**config.mk**
```make
export PLATFORM = sky130hd
export DESIGN_NAME = rmat_ctrl
export DESIGN_NICKNAME = d
export VERILOG_FILES = /design/src/hw/rtl/assert_macros.svh /design/src/hw/rtl/rmat_pkg.sv /design/src/hw/rtl/rmat_ctrl.sv
export SDC_FILE = /design/constraint.sdc
export NUM_CORES = 1
export LEC_CHECK = 0
export BUFFER_PORTS_ARGS = -buffer_cell sky130_fd_sc_hd__buf_4
export CORE_MARGIN = 3
export CORE_UTILIZATION = 30
export CTS_CLUSTER_DIAMETER = 80
export DETAILED_ROUTE_END_ITERATION = 8
export GPL_TIMING_DRIVEN = 0
export PLACE_DENSITY = 0.58
export SLEW_MARGIN = 10
export SYNTH_ARGS = -nofsm -noshare
export SYNTH_HDL_FRONTEND = slang
export SYNTH_SLANG_ARGS = --single-unit
```
**constraint.sdc**
```tcl
create_clock -name clk_i -period 4.2 [get_ports clk_i]
set_clock_uncertainty 0.2 [all_clocks]
set_input_delay 0.21 -clock clk_i [delete_from_list [all_inputs] [get_ports clk_i]]
set_output_delay 0.21 -clock clk_i [all_outputs]
set_load 0.05 [all_outputs]
```
**src/hw/rtl/assert_macros.svh**
```systemverilog
// assertion macros used by the rtl top level
`ifndef ASSERT_MACROS_SVH
`define ASSERT_MACROS_SVH
`ifndef NO_ASSERTIONS
`define ASSERT_CLK(label, clk, rst_n, prop) \
  label: assert property (@(posedge clk) disable iff (!rst_n) prop) else $error("assertion failed");
`define ASSERT_NORST(label, clk, prop) \
  label: assert property (@(posedge clk) prop) else $error("assertion failed");
`else
`define ASSERT_CLK(label, clk, rst_n, prop)
`define ASSERT_NORST(label, clk, prop)
`endif
`endif

```
**src/hw/rtl/rmat_pkg.sv**
```systemverilog
// shared types and constants for the r-mat edge generator
package rmat_pkg;
  localparam int unsigned MaxScale = 32;
  localparam int unsigned TwN = 312;
  localparam int unsigned TwM = 156;
  localparam int unsigned AddrW = 9;
  localparam int unsigned ScaleW = 6;
  localparam logic [63:0] TwMatrix = 64'hB5026F5AA96619E9;
  localparam logic [63:0] TwUpper = 64'hFFFFFFFF80000000;
  localparam logic [63:0] TwLower = 64'h000000007FFFFFFF;
  localparam logic [63:0] TwInitMul = 64'd6364136223846793005;
  // halves of the seeding multiplier for 32 by 32 partial products
  localparam logic [31:0] TwInitMulLo = 32'h4C957F2D;
  localparam logic [31:0] TwInitMulHi = 32'h5851F42D;

  localparam logic [2:0] RegSeed = 3'd0;
  localparam logic [2:0] RegScale = 3'd1;
  localparam logic [2:0] RegThrA = 3'd2;
  localparam logic [2:0] RegThrAb = 3'd3;
  localparam logic [2:0] RegThrAbc = 3'd4;

  // datapath operations
  typedef enum logic [2:0] {
    OpNone,
    OpLoad,
    OpInitMul,
    OpInitWr,
    OpTwistRd,
    OpTwistWr,
    OpDrawRd,
    OpDrawUse
  } op_e;

  typedef struct packed {
    op_e              op;
    logic [AddrW-1:0] idx;
    logic             clear;
  } dp_cmd_t;

  typedef struct packed {
    logic        self_edge;
  } dp_sts_t;
endpackage

```
**src/hw/rtl/rmat_ctrl.sv**
```systemverilog
// controller: sequences seeding, twist and draws for one edge
module rmat_ctrl (
  input  logic                  clk_i,
  input  logic                  rst_ni,
  input  logic                  in_valid_i,
  output logic                  in_ready_o,
  output logic                  out_valid_o,
  input  logic                  out_ready_i,
  input  logic [5:0]            scale_i,
  input  rmat_pkg::dp_sts_t     sts_i,
  output rmat_pkg::dp_cmd_t     cmd_o
);
  typedef enum logic [2:0] {
    StIdle, StMul, StInit, StTwRd, StTwWr, StDrRd, StDrUse, StDone
  } state_e;

  state_e state_q;
  logic [rmat_pkg::AddrW-1:0] idx_q;
  logic [5:0] left_q;
  logic [5:0] n_eff;
  logic       out_valid_q;

  assign n_eff = (scale_i > 6'(rmat_pkg::MaxScale)) ? 6'(rmat_pkg::MaxScale) : scale_i;
  assign in_ready_o  = (state_q == StIdle) && !out_valid_q;
  assign out_valid_o = out_valid_q;

  // command decode
  always_comb begin
    cmd_o.idx = idx_q;
    cmd_o.clear = 1'b0;
    cmd_o.op = rmat_pkg::OpNone;
    case (state_q)
      StIdle: begin
        cmd_o.idx = '0;
        if (in_valid_i && in_ready_o) begin
          cmd_o.clear = 1'b1;
          cmd_o.op = rmat_pkg::OpLoad;
        end
      end
      StMul:   cmd_o.op = rmat_pkg::OpInitMul;
      StInit:  cmd_o.op = rmat_pkg::OpInitWr;
      StTwRd:  cmd_o.op = rmat_pkg::OpTwistRd;
      StTwWr:  cmd_o.op = rmat_pkg::OpTwistWr;
      StDrRd:  cmd_o.op = rmat_pkg::OpDrawRd;
      StDrUse: cmd_o.op = rmat_pkg::OpDrawUse;
      default: cmd_o.op = rmat_pkg::OpNone;
    endcase
  end

  // sequencer
  always_ff @(posedge clk_i or negedge rst_ni) begin
    if (!rst_ni) begin
      state_q <= StIdle;
      idx_q <= '0;
      left_q <= '0;
      out_valid_q <= 1'b0;
    end else begin
      if (out_valid_q && out_ready_i) out_valid_q <= 1'b0;
      case (state_q)
        StIdle: if (in_valid_i && in_ready_o) begin
          idx_q <= 9'd1;
          state_q <= StMul;
        end
        StMul: state_q <= StInit;
        StInit: begin
          if (idx_q == 9'(rmat_pkg::TwN - 1)) begin
            idx_q <= '0;
            state_q <= StTwRd;
          end else begin
            idx_q <= idx_q + 9'd1;
            state_q <= StMul;
          end
        end
        StTwRd: state_q <= StTwWr;
        StTwWr: begin
          if (idx_q == 9'(rmat_pkg::TwN - 1)) begin
            idx_q <= '0;
            left_q <= n_eff;
            state_q <= (n_eff == 6'd0) ? StDone : StDrRd;
          end else begin
            idx_q <= idx_q + 9'd1;
            state_q <= StTwRd;
          end
        end
        StDrRd: state_q <= StDrUse;
        StDrUse: begin
          idx_q <= idx_q + 9'd1;
          left_q <= left_q - 6'd1;
          state_q <= (left_q == 6'd1) ? StDone : StDrRd;
        end
        StDone: begin
          out_valid_q <= !sts_i.self_edge;
          state_q <= StIdle;
        end
        default: state_q <= StIdle;
      endcase
    end
  end
endmodule

```
# --- Word-level counts from Yosys, hierarchy flattened ---
# Index checks and enable logic that the tools add are counted.
word_totals:
  wordCells: 49
  in_bits: 11
  regBits: 19
  output_inout_bits: 15
op_classes:
  mux: 18
  reduce_logical: 13
  add_sub_neg: 2
  n_eq_ne: 11
  n_lt_le_gt_ge: 1
op_table:
  columns: ["operator", "n"]
  rows:
  - ["case mux 9 bit (3 select lines)", 1]
  - ["case mux 3 bit (8 select lines)", 1]
  - ["case mux 3 bit (7 select lines)", 1]
  - ["2-to-1 mux 9 bit", 2]
  - ["equality test 3 bit, second input constant", 4]
  - ["2-to-1 mux 6 bit", 2]
  - ["case mux 6 bit (2 select lines)", 1]
  - ["2-to-1 mux 10 bit", 1]
  - ["adder 9 x 1 -> 9 bit, second input constant", 1]
  - ["equality test 9 bit, second input constant", 1]
  - ["equality test 3 x 2 -> 1 bit, second input constant", 2]
  - ["equality test 6 x 1 -> 1 bit, second input constant", 1]
  - ["> comparator 6 bit, second input constant", 1]
  - ["zero test 6 bit", 1]
  - ["2-to-1 mux 2 bit", 3]
  - ["2-to-1 mux 3 bit", 2]
  - ["subtractor 6 x 1 -> 6 bit, second input constant", 1]
  - ["2-to-1 mux 1 bit", 4]
  - ["AND reduction 2 bit", 2]
  - ["nonzero test 2 bit", 2]
  - ["equality test 3 x 1 -> 1 bit, second input constant", 1]
  - ["logical AND 1 bit", 3]
  - ["zero test 3 bit", 1]
  - ["nonzero test 3 bit", 1]
  - ["4 further kinds", 5]

# --- Longest topological paths before layout ---
# Gate-level depths: netlist of run 1.
depth:
  depth_word: 6
  mapped_depth: 6
  mapped_depth_nobuf: 6

# --- Worst setup path before layout of run 1 ---
# No wires, ideal clock.
synth_path:
  kind: "reg2out"
  startpoint: "register out_valid_q, in the netlist out_valid_o"
  endpoint: "output cmd_o[0] (netlist bit)"
  arrival_time_ns: 2.421
  path_stages_with_launch: 4
  n_path_buf: 1
  setup_slack_ns: 1.369
  required_ns: 3.790
  cell_sequence: "dfrtp_1 > nand2b_1 > buf_2 > nor4_1"
synth_lines:
  columns: ["item", "line", "rtl"]
  rows:
  - ["start: declaration", "rmat_ctrl.sv:21", "logic out_valid_q;"]
  - ["start signal: assignment", "rmat_ctrl.sv:92", "out_valid_q <= !sts_i.self_edge;"]
  - ["end: declaration", "rmat_ctrl.sv:11", "output rmat_pkg::dp_cmd_t cmd_o"]

==> results of run 1 <==
-- power groups by stage --
| stage | clock network [mW] | registers, mW | logic [mW] |
|---|---|---|---|
| finish | 0.132 | 0.187 | 0.0221 |
| global placement | 0 | 0.190 | 0.0190 |
| detailed placement | 0 | 0.190 | 0.0193 |
| global route | 0.147 | 0.187 | 0.0249 |
| CTS | 0.138 | 0.186 | 0.0224 |
| floorplan | 0 | 0.190 | 0.00619 |
-- repair_timing --
action,in CTS,in global routing
hold buffers,4,0
setup buffers,0,0
hold endpoints to repair,22,0
-- final timing paths --
path                                             start                 endpoint  slack, ps  cells after the start
worst max-delay path            state_q[0]$_DFFE_PN0P_                 cmd_o[3]       1780                      4
max in group asynchronous                       rst_ni     idx_q[4]$_DFFE_PN0P_       3430                      2
worst min register to register   left_q[5]$_DFFE_PN0P_    left_q[5]$_DFFE_PN0P_        300                      1
worst max register to register    idx_q[1]$_DFFE_PN0P_     idx_q[1]$_DFFE_PN0P_       2260                      5
worst min-delay path                       out_ready_i  out_valid_o$_DFFE_PN0P_         20                      3
min in group asynchronous                       rst_ni     idx_q[8]$_DFFE_PN0P_        160                      2
-- layer usage --
| layer | part of all wire [%] | global-route usage (%) | vias up |
|---|---|---|---|
| li1 | - | - | 568 |
| met1 | 45 | 16.4 | 551 |
| met2 | 49 | 24.4 | 27 |
| met3 | 5.4 | 3.69 | 5 |
| met4 | 0.63 | 1.88 | 0 |
| met5 | 0 | 0 | - |
-- per-stage QoR --
step                worst slack [ps]  std cells  total power, mW  hold slack, ps  utilization [%]
floorplan                       1370        137            0.196            -286                -
global placement                2040        212            0.209           -95.7             37.7
detailed placement              1990        212            0.210           -93.0             37.7
global route                    1480        220            0.359            24.1             39.8
CTS                             1680        220            0.347            13.2             39.8
finish                          1780        220            0.341            16.9             39.8
-- state kept, by name, indices dropped and copies added (netlist names) --
register	flops
idx_q	9
left_q	6
state_q	3
out_valid_o	1
-- Yosys cell counts (2+ instances only) --
library cell  count
dfrtp_1          19
nor2_1           17
inv_1            11
a21oi_1           8
xnor2_1           8
nor2b_1           6
a211oi_1          5
buf_2             5
nand3_1           5
nand2_1           4
a2111oi_2         3
and3_1            3
ha_1              3
nand4b_1          3
nor4_1            3
and4_1            2
nand2b_1          2
nand4_1           2
nor3_1            2
o21ai_0           2
xor2_1            2
-- critical path, stage by stage (launching register included) --
cell,delay (ps)
dfrtp_1,360
clkbuf_1,210
nor3_1,850
nor2b_1,100
buf_4,230
-- logic make-up after synthesis --
family                     Yosys count  share of synthesized area, %
AOI/OAI and AO/OA                   29                          18.4
adders and majority gates            4                          3.84
DFF                                 19                          37.4
buffers and inverters               18                          5.81
xor gates and xnor gates            10                          6.90
and+or+nand+nor                     57                          27.6
-- layout make-up --
class | instances | area [um^2] | area share, %
well taps | 50 | 62.6 | 3.90
plain buffers | 7 | 32.5 | 2.03
repair buffers | 29 | 228 | 14.2
clock buffers | 4 | 45.0 | 2.81
inverters | 11 | 41.3 | 2.57
flip-flops and latches | 19 | 475 | 29.6
multi-input cells | 100 | 721 | 44.9
==> out/metrics.yaml, run 1 <==
cells_and_area:
  fillers: 424
  design_area_um2: 1610
  most-common-layout-cells: "buf_4 (25), dfrtp_1 (19), nor2_1 (17)"
  area_growth_pct: 26.4
  final_nets: 185
  drive_gt1_share_pct: 25.3
  diodes: 0
  mostFrequentLayoutCell: "buf_4"
critical_path:
  arrival_ps: 2010
  required_ps: 3790
  path_class: "flip-flop to primary output"
  cp_max_fo: 10
  cp-end-kind: "primary output"
  crit_path_start_kind: "flip-flop"
power_and_ir_drop:
  ir_drop_mv: 0.163
  pwr-share-clk_pct: 38.8
  combinationalPowerShare_pct: 6.5
  p_int_uw: 264
  p_leak_nw: 0.715
  p_sw_share_pct: 22.6
  p_per_area_nw_per_um2: 212
  switchingPower_uw: 77.0
  seqPwrFrac_pct: 54.7
sta:
  fmaxAchievable_ghz: 0.412
  worst_pin_slew_ps: 1040
  finalCriticalPeriod_ps: 2420
  slew_headroom_pct: 29.9
  hold_viol: 0
  fin_setup_tns_ps: 0
  finalSetupViolCount: 0
  slew_viol_final: 0
  rsz0062_at_grt: "false"
  final.period_utilization_pct: 57.7
floorplanning:
  row_count: 23
  ios: 26
  die_x_um: 71.1
  dieArea_um2: 5050
  initial_core_util_pct: 31.5
  die_h_um: 71.1
  core_area_um2: 4030
clock_tree:
  cts.sinks: 19
  h-tree-depth: 1
  clkTransAtPathRegs_ps: 70
  clk_latency_ps: 260
  cts_root_buf: "clkbuf_8"
  cts_tree: "yes"
  cts_buffers: 3
  cts_max_path_buffers: 2
  cts_resized: 0
logic_synthesis:
  synth_area_leaders: "dfrtp_1 (37%), xnor2_1 (5.5%), nor2_1 (5.0%), a2111oi_2 (3.5%), inv_1 (3.3%)"
  synth_top_cell_area_share_pct: 37.4
  ys_seq_elements: 19
  synth-edff-count: 0
  netlist_instances: 137
  seq_area_frac_synth_pct: 37.4
  ys_warn_count: 0
  synth-async-reset-ratio_pct: 100
  synth_cell_types: 43
  synth_top_cell_by_area: "dfrtp_1"
  synthesis.nets: 151
  syn_area_um2: 1270
  syn_area_per_cell_um2: 9.27
  yosys_most_used_dff: "dfrtp_1"
grt:
  overflow: 0
  grt_util_all_layers_pct: 13.5
  first_global_vias: 1188
  grt_max_degree: 20
  antenna_found_initial: 0
  grt_pass1_wl_um: 5500
placed_design:
  placed_area_um2: 1520
  place_congestion: 0.852
  hpwlAfterDp_um: 2250
  port_buffers: 25
routing:
  dr.first_iter.drc_count: 51
  dr.pass1.iters: 4
  wl_per_cell_um: 13.7
  drc: 0
  dr_total_vias: 1151
  ant_nets: 0
  wl_um: 3010
  viasPerCell: 5.23
worst_hold_path:
  hp-class: "input pin to flip-flop"
flow_run:
  maxCapViolCount: 0
run_status:
  status: "complete, no violations"
Note: power is estimated with default switching activity, not from simulation.
==> inputs of run 2 (changes only) <==
--- a/config.mk
+++ b/config.mk
@@ -5,13 +5,14 @@
 export SDC_FILE = /design/constraint.sdc
 export NUM_CORES = 1
 export LEC_CHECK = 0
+export ABC_AREA = 1
 export BUFFER_PORTS_ARGS = -buffer_cell sky130_fd_sc_hd__buf_4
 export CORE_MARGIN = 3
 export CORE_UTILIZATION = 30
 export CTS_CLUSTER_DIAMETER = 80
 export DETAILED_ROUTE_END_ITERATION = 8
 export GPL_TIMING_DRIVEN = 0
-export PLACE_DENSITY = 0.58
+export PLACE_DENSITY = 0.59
 export SLEW_MARGIN = 10
 export SYNTH_ARGS = -nofsm -noshare
 export SYNTH_HDL_FRONTEND = slang
==> constraint.sdc (replaced) <==
create_clock -name clk_i -period 2.21 [get_ports clk_i]
set_clock_uncertainty 0.2 [all_clocks]
set_input_delay 0.1105 -clock clk_i [delete_from_list [all_inputs] [get_ports clk_i]]
set_output_delay 0.1105 -clock clk_i [all_outputs]
set_load 0.05 [all_outputs]
==> run 2 against run 1 <==
Effect of this change: first-iteration DRC count rose by 73%; combinational power rose by 68%; core utilization rose by 1.3 points; global-route usage fell by 0.15 points; sequential power rose by 86%; design area rose by 7.8%; largest cell class unchanged; die area rose by 7.6%; clock-buffer cell count did not move; sequential cell count did not move; non-clock buffer count fell by 3; register-to-register slack got worse by 1700 ps; clock power rose by 91%.
==> out/metrics.yaml, run 2 <==
critical_path:
  arrival_ps: 1600
  worstReg2RegEnd: "out_valid_o$_DFFE_PN0P_"
  rr_worst_depth: 4
  cp_max_fo: 9
  timing.rr.start: "state_q[1]$_DFFE_PN0P_"
  cp-end-kind: "primary output"
  path_class: "flip-flop to primary output"
  regToRegSetupSlack_ps: 540
  required_ps: 1900
  crit_path_start_kind: "flip-flop"
placed_design:
  hpwlAfterDp_um: 2440
  placed_area_um2: 1630
  place_congestion: 0.821
  port_buffers: 25
logic_synthesis:
  ys_top_cells_by_count: "nand2_1 (49), nand3_1 (36), inv_1 (26), nor2_1 (22), dfrtp_1 (19)"
  synth_top_cell_by_area: "dfrtp_1"
  synth_cell_types: 25
  syn_area_per_cell_um2: 6.81
  ys_seq_elements: 19
  seq_area_frac_synth_pct: 34.6
  netlist_instances: 202
  synthesis.nets: 216
  yosys_most_used_dff: "dfrtp_1"
  syn_area_um2: 1380
  synth_area_leaders: "dfrtp_1 (35%), nand2_1 (13%), nand3_1 (13%), inv_1 (7.1%), nor2_1 (6.0%)"
  synth-edff-count: 0
  synth_top_cell_area_share_pct: 34.6
  yosysMostFrequentCell: "nand2_1"
  synth-async-reset-ratio_pct: 100
  ys_warn_count: 0
sta:
  final.period_utilization_pct: 86.3
  rsz0062_at_grt: "false"
  slew_headroom_pct: 67.4
  finalCriticalPeriod_ps: 1910
  finalSetupViolCount: 0
  fmaxAchievable_ghz: 0.524
  slew_viol_final: 0
  worst_pin_slew_ps: 489
  fin_setup_tns_ps: 0
  hold_viol: 0
worst_hold_path:
  holdPathEnd: "left_q[2]$_DFFE_PN0P_"
  hold_path_depth: 5
  min_from: "scale_i[2]"
  hp-class: "input pin to flip-flop"
cells_and_area:
  largest-register: "idx_q"
  final_nets: 252
  top_regs: "idx_q: 9 flops, left_q: 6 flops, state_q: 3 flops"
  largest_reg_flops: 9
  design_area_um2: 1730
  drive_gt1_share_pct: 20.3
  postLayoutCoreUtil_pct: 41.2
  fillers: 453
  mostFrequentLayoutCell: "nand2_1"
  most-common-layout-cells: "nand2_1 (49), nand3_1 (36), inv_1 (26)"
  diodes: 0
  area_growth_pct: 25.8
power_and_ir_drop:
  p_sw_share_pct: 22.0
  seqPwrFrac_pct: 54.6
  finalPower_uw: 636
  ir_drop_mv: 0.270
  p_per_area_nw_per_um2: 368
  combinationalPowerShare_pct: 5.8
  p_int_uw: 496
  pwr-share-clk_pct: 39.6
  p_leak_nw: 0.920
  switchingPower_uw: 140
floorplanning:
  row_count: 23
  die_h_um: 73.7
  ios: 26
  core_area_um2: 4200
  dieArea_um2: 5430
  die_x_um: 73.7
  initial_core_util_pct: 32.7
clock_tree:
  cts_setup_buffers: 0
  cts_root_buf: "clkbuf_8"
  cts_resized: 0
  cts.sinks: 19
  clkTransAtPathRegs_ps: 70
  cts_buffers: 3
  cts_max_path_buffers: 2
  clk_latency_ps: 260
  cts_tree: "yes"
  h-tree-depth: 1
routing:
  dr.pass1.iters: 4
  viasPerCell: 4.78
  ant_nets: 0
  wl_per_cell_um: 11.6
  wl_um: 3330
  dr.first_iter.drc_count: 88
  drc: 0
  dr_total_vias: 1371
grt:
  antenna_found_initial: 0
  grt_max_degree: 20
  grt_pass1_wl_um: 5750
  first_global_vias: 1302
  overflow: 0
  grt_util_all_layers_pct: 13.4
flow_run:
  maxCapViolCount: 0
run_status:
  status: "complete, no violations"
run 2: cell count changes after synthesis, moves of 4 or more:
cell      before  now
a211oi_1       5    0
a21oi_1        8    1
buf_2          5    0
inv_1         11   26
inv_2          0    5
nand2_1        4   49
nand3_1        5   36
nand4_1        2    6
nor2_1        17   22
nor2b_1        6    0
o21ai_0        2   11
o21ai_1        0    4
xnor2_1        8    1
run 2: area by class of cell:
class                           instances  area, um^2  share of cell area [%]
Tap cell                               50        62.6                    3.62
Multi-Input combinational cell        148         751                    43.4
Clock buffer                            4        45.0                    2.60
Buffer                                  2        22.5                    1.30
Sequential cell                        19         475                    27.5
Timing Repair Buffer                   31         248                    14.3
Inverter                               33         126                    7.30
run 2: power groups by stage:
stage | registers (mW) | clock network (mW) | logic (mW)
global route | 0.347 | 0.277 | 0.0424
detailed placement | 0.354 | 0 | 0.0309
floorplan | 0.354 | 0 | 0.00640
CTS | 0.347 | 0.263 | 0.0379
finish | 0.347 | 0.252 | 0.0371
global placement | 0.354 | 0 | 0.0306
run 2: logic make-up (layout without fill, tap and decap cells):
group	Yosys count	in the layout	share of synthesized area (%)
DFF	19	19	34.6
adders and majority gates	3	3	2.73
buffers and inverters	35	70	10.8
xor gates and xnor gates	2	2	1.27
AOI/OAI and AO/OA	20	20	8.46
and+or+nand+nor	123	123	42.1
run 2: routing by layer:
layer	up-vias	share of wire, %	GRT usage (%)
met5	-	0	0
met2	36	46	23.2
met4	0	0.51	1.81
met3	2	6.4	2.87
li1	726	-	-
met1	607	47	17.3
run 2: worst max path at each step:
stage                                 from        end
global route        state_q[2]$_DFFE_PN0P_   cmd_o[5]
floorplan           state_q[2]$_DFFE_PN0P_  cmd_o[12]
CTS                 state_q[2]$_DFFE_PN0P_   cmd_o[5]
detailed placement  state_q[2]$_DFFE_PN0P_   cmd_o[9]
global placement    state_q[2]$_DFFE_PN0P_   cmd_o[9]
finish              state_q[2]$_DFFE_PN0P_   cmd_o[5]
run 2: per-stage QoR:
| stage | worst slack (ps) | hold WS, ps | instances |
|---|---|---|---|
| 6_report | 303 | 15.4 | 287 |
| 4_1_cts | 276 | 17.9 | 287 |
| 3_5_place_dp | 568 | -190 | 277 |
| 5_1_grt | 108 | 42.1 | 287 |
| 2_1_floorplan | 251 | -385 | 202 |
| 3_3_place_gp | 575 | -194 | 277 |
run 2: critical path, stage by stage, from the launching register on:
cell and delay [ps]:
dfrtp_1 480, inv_2 110, nand2_1 110, clkinv_1 240
nor2_1 170, buf_4 210
run 2: what timing repair did:
action	CTS	global route
endpoints found under the setup margin	0	0
hold buffers	6	0
hold endpoints to repair	24	0
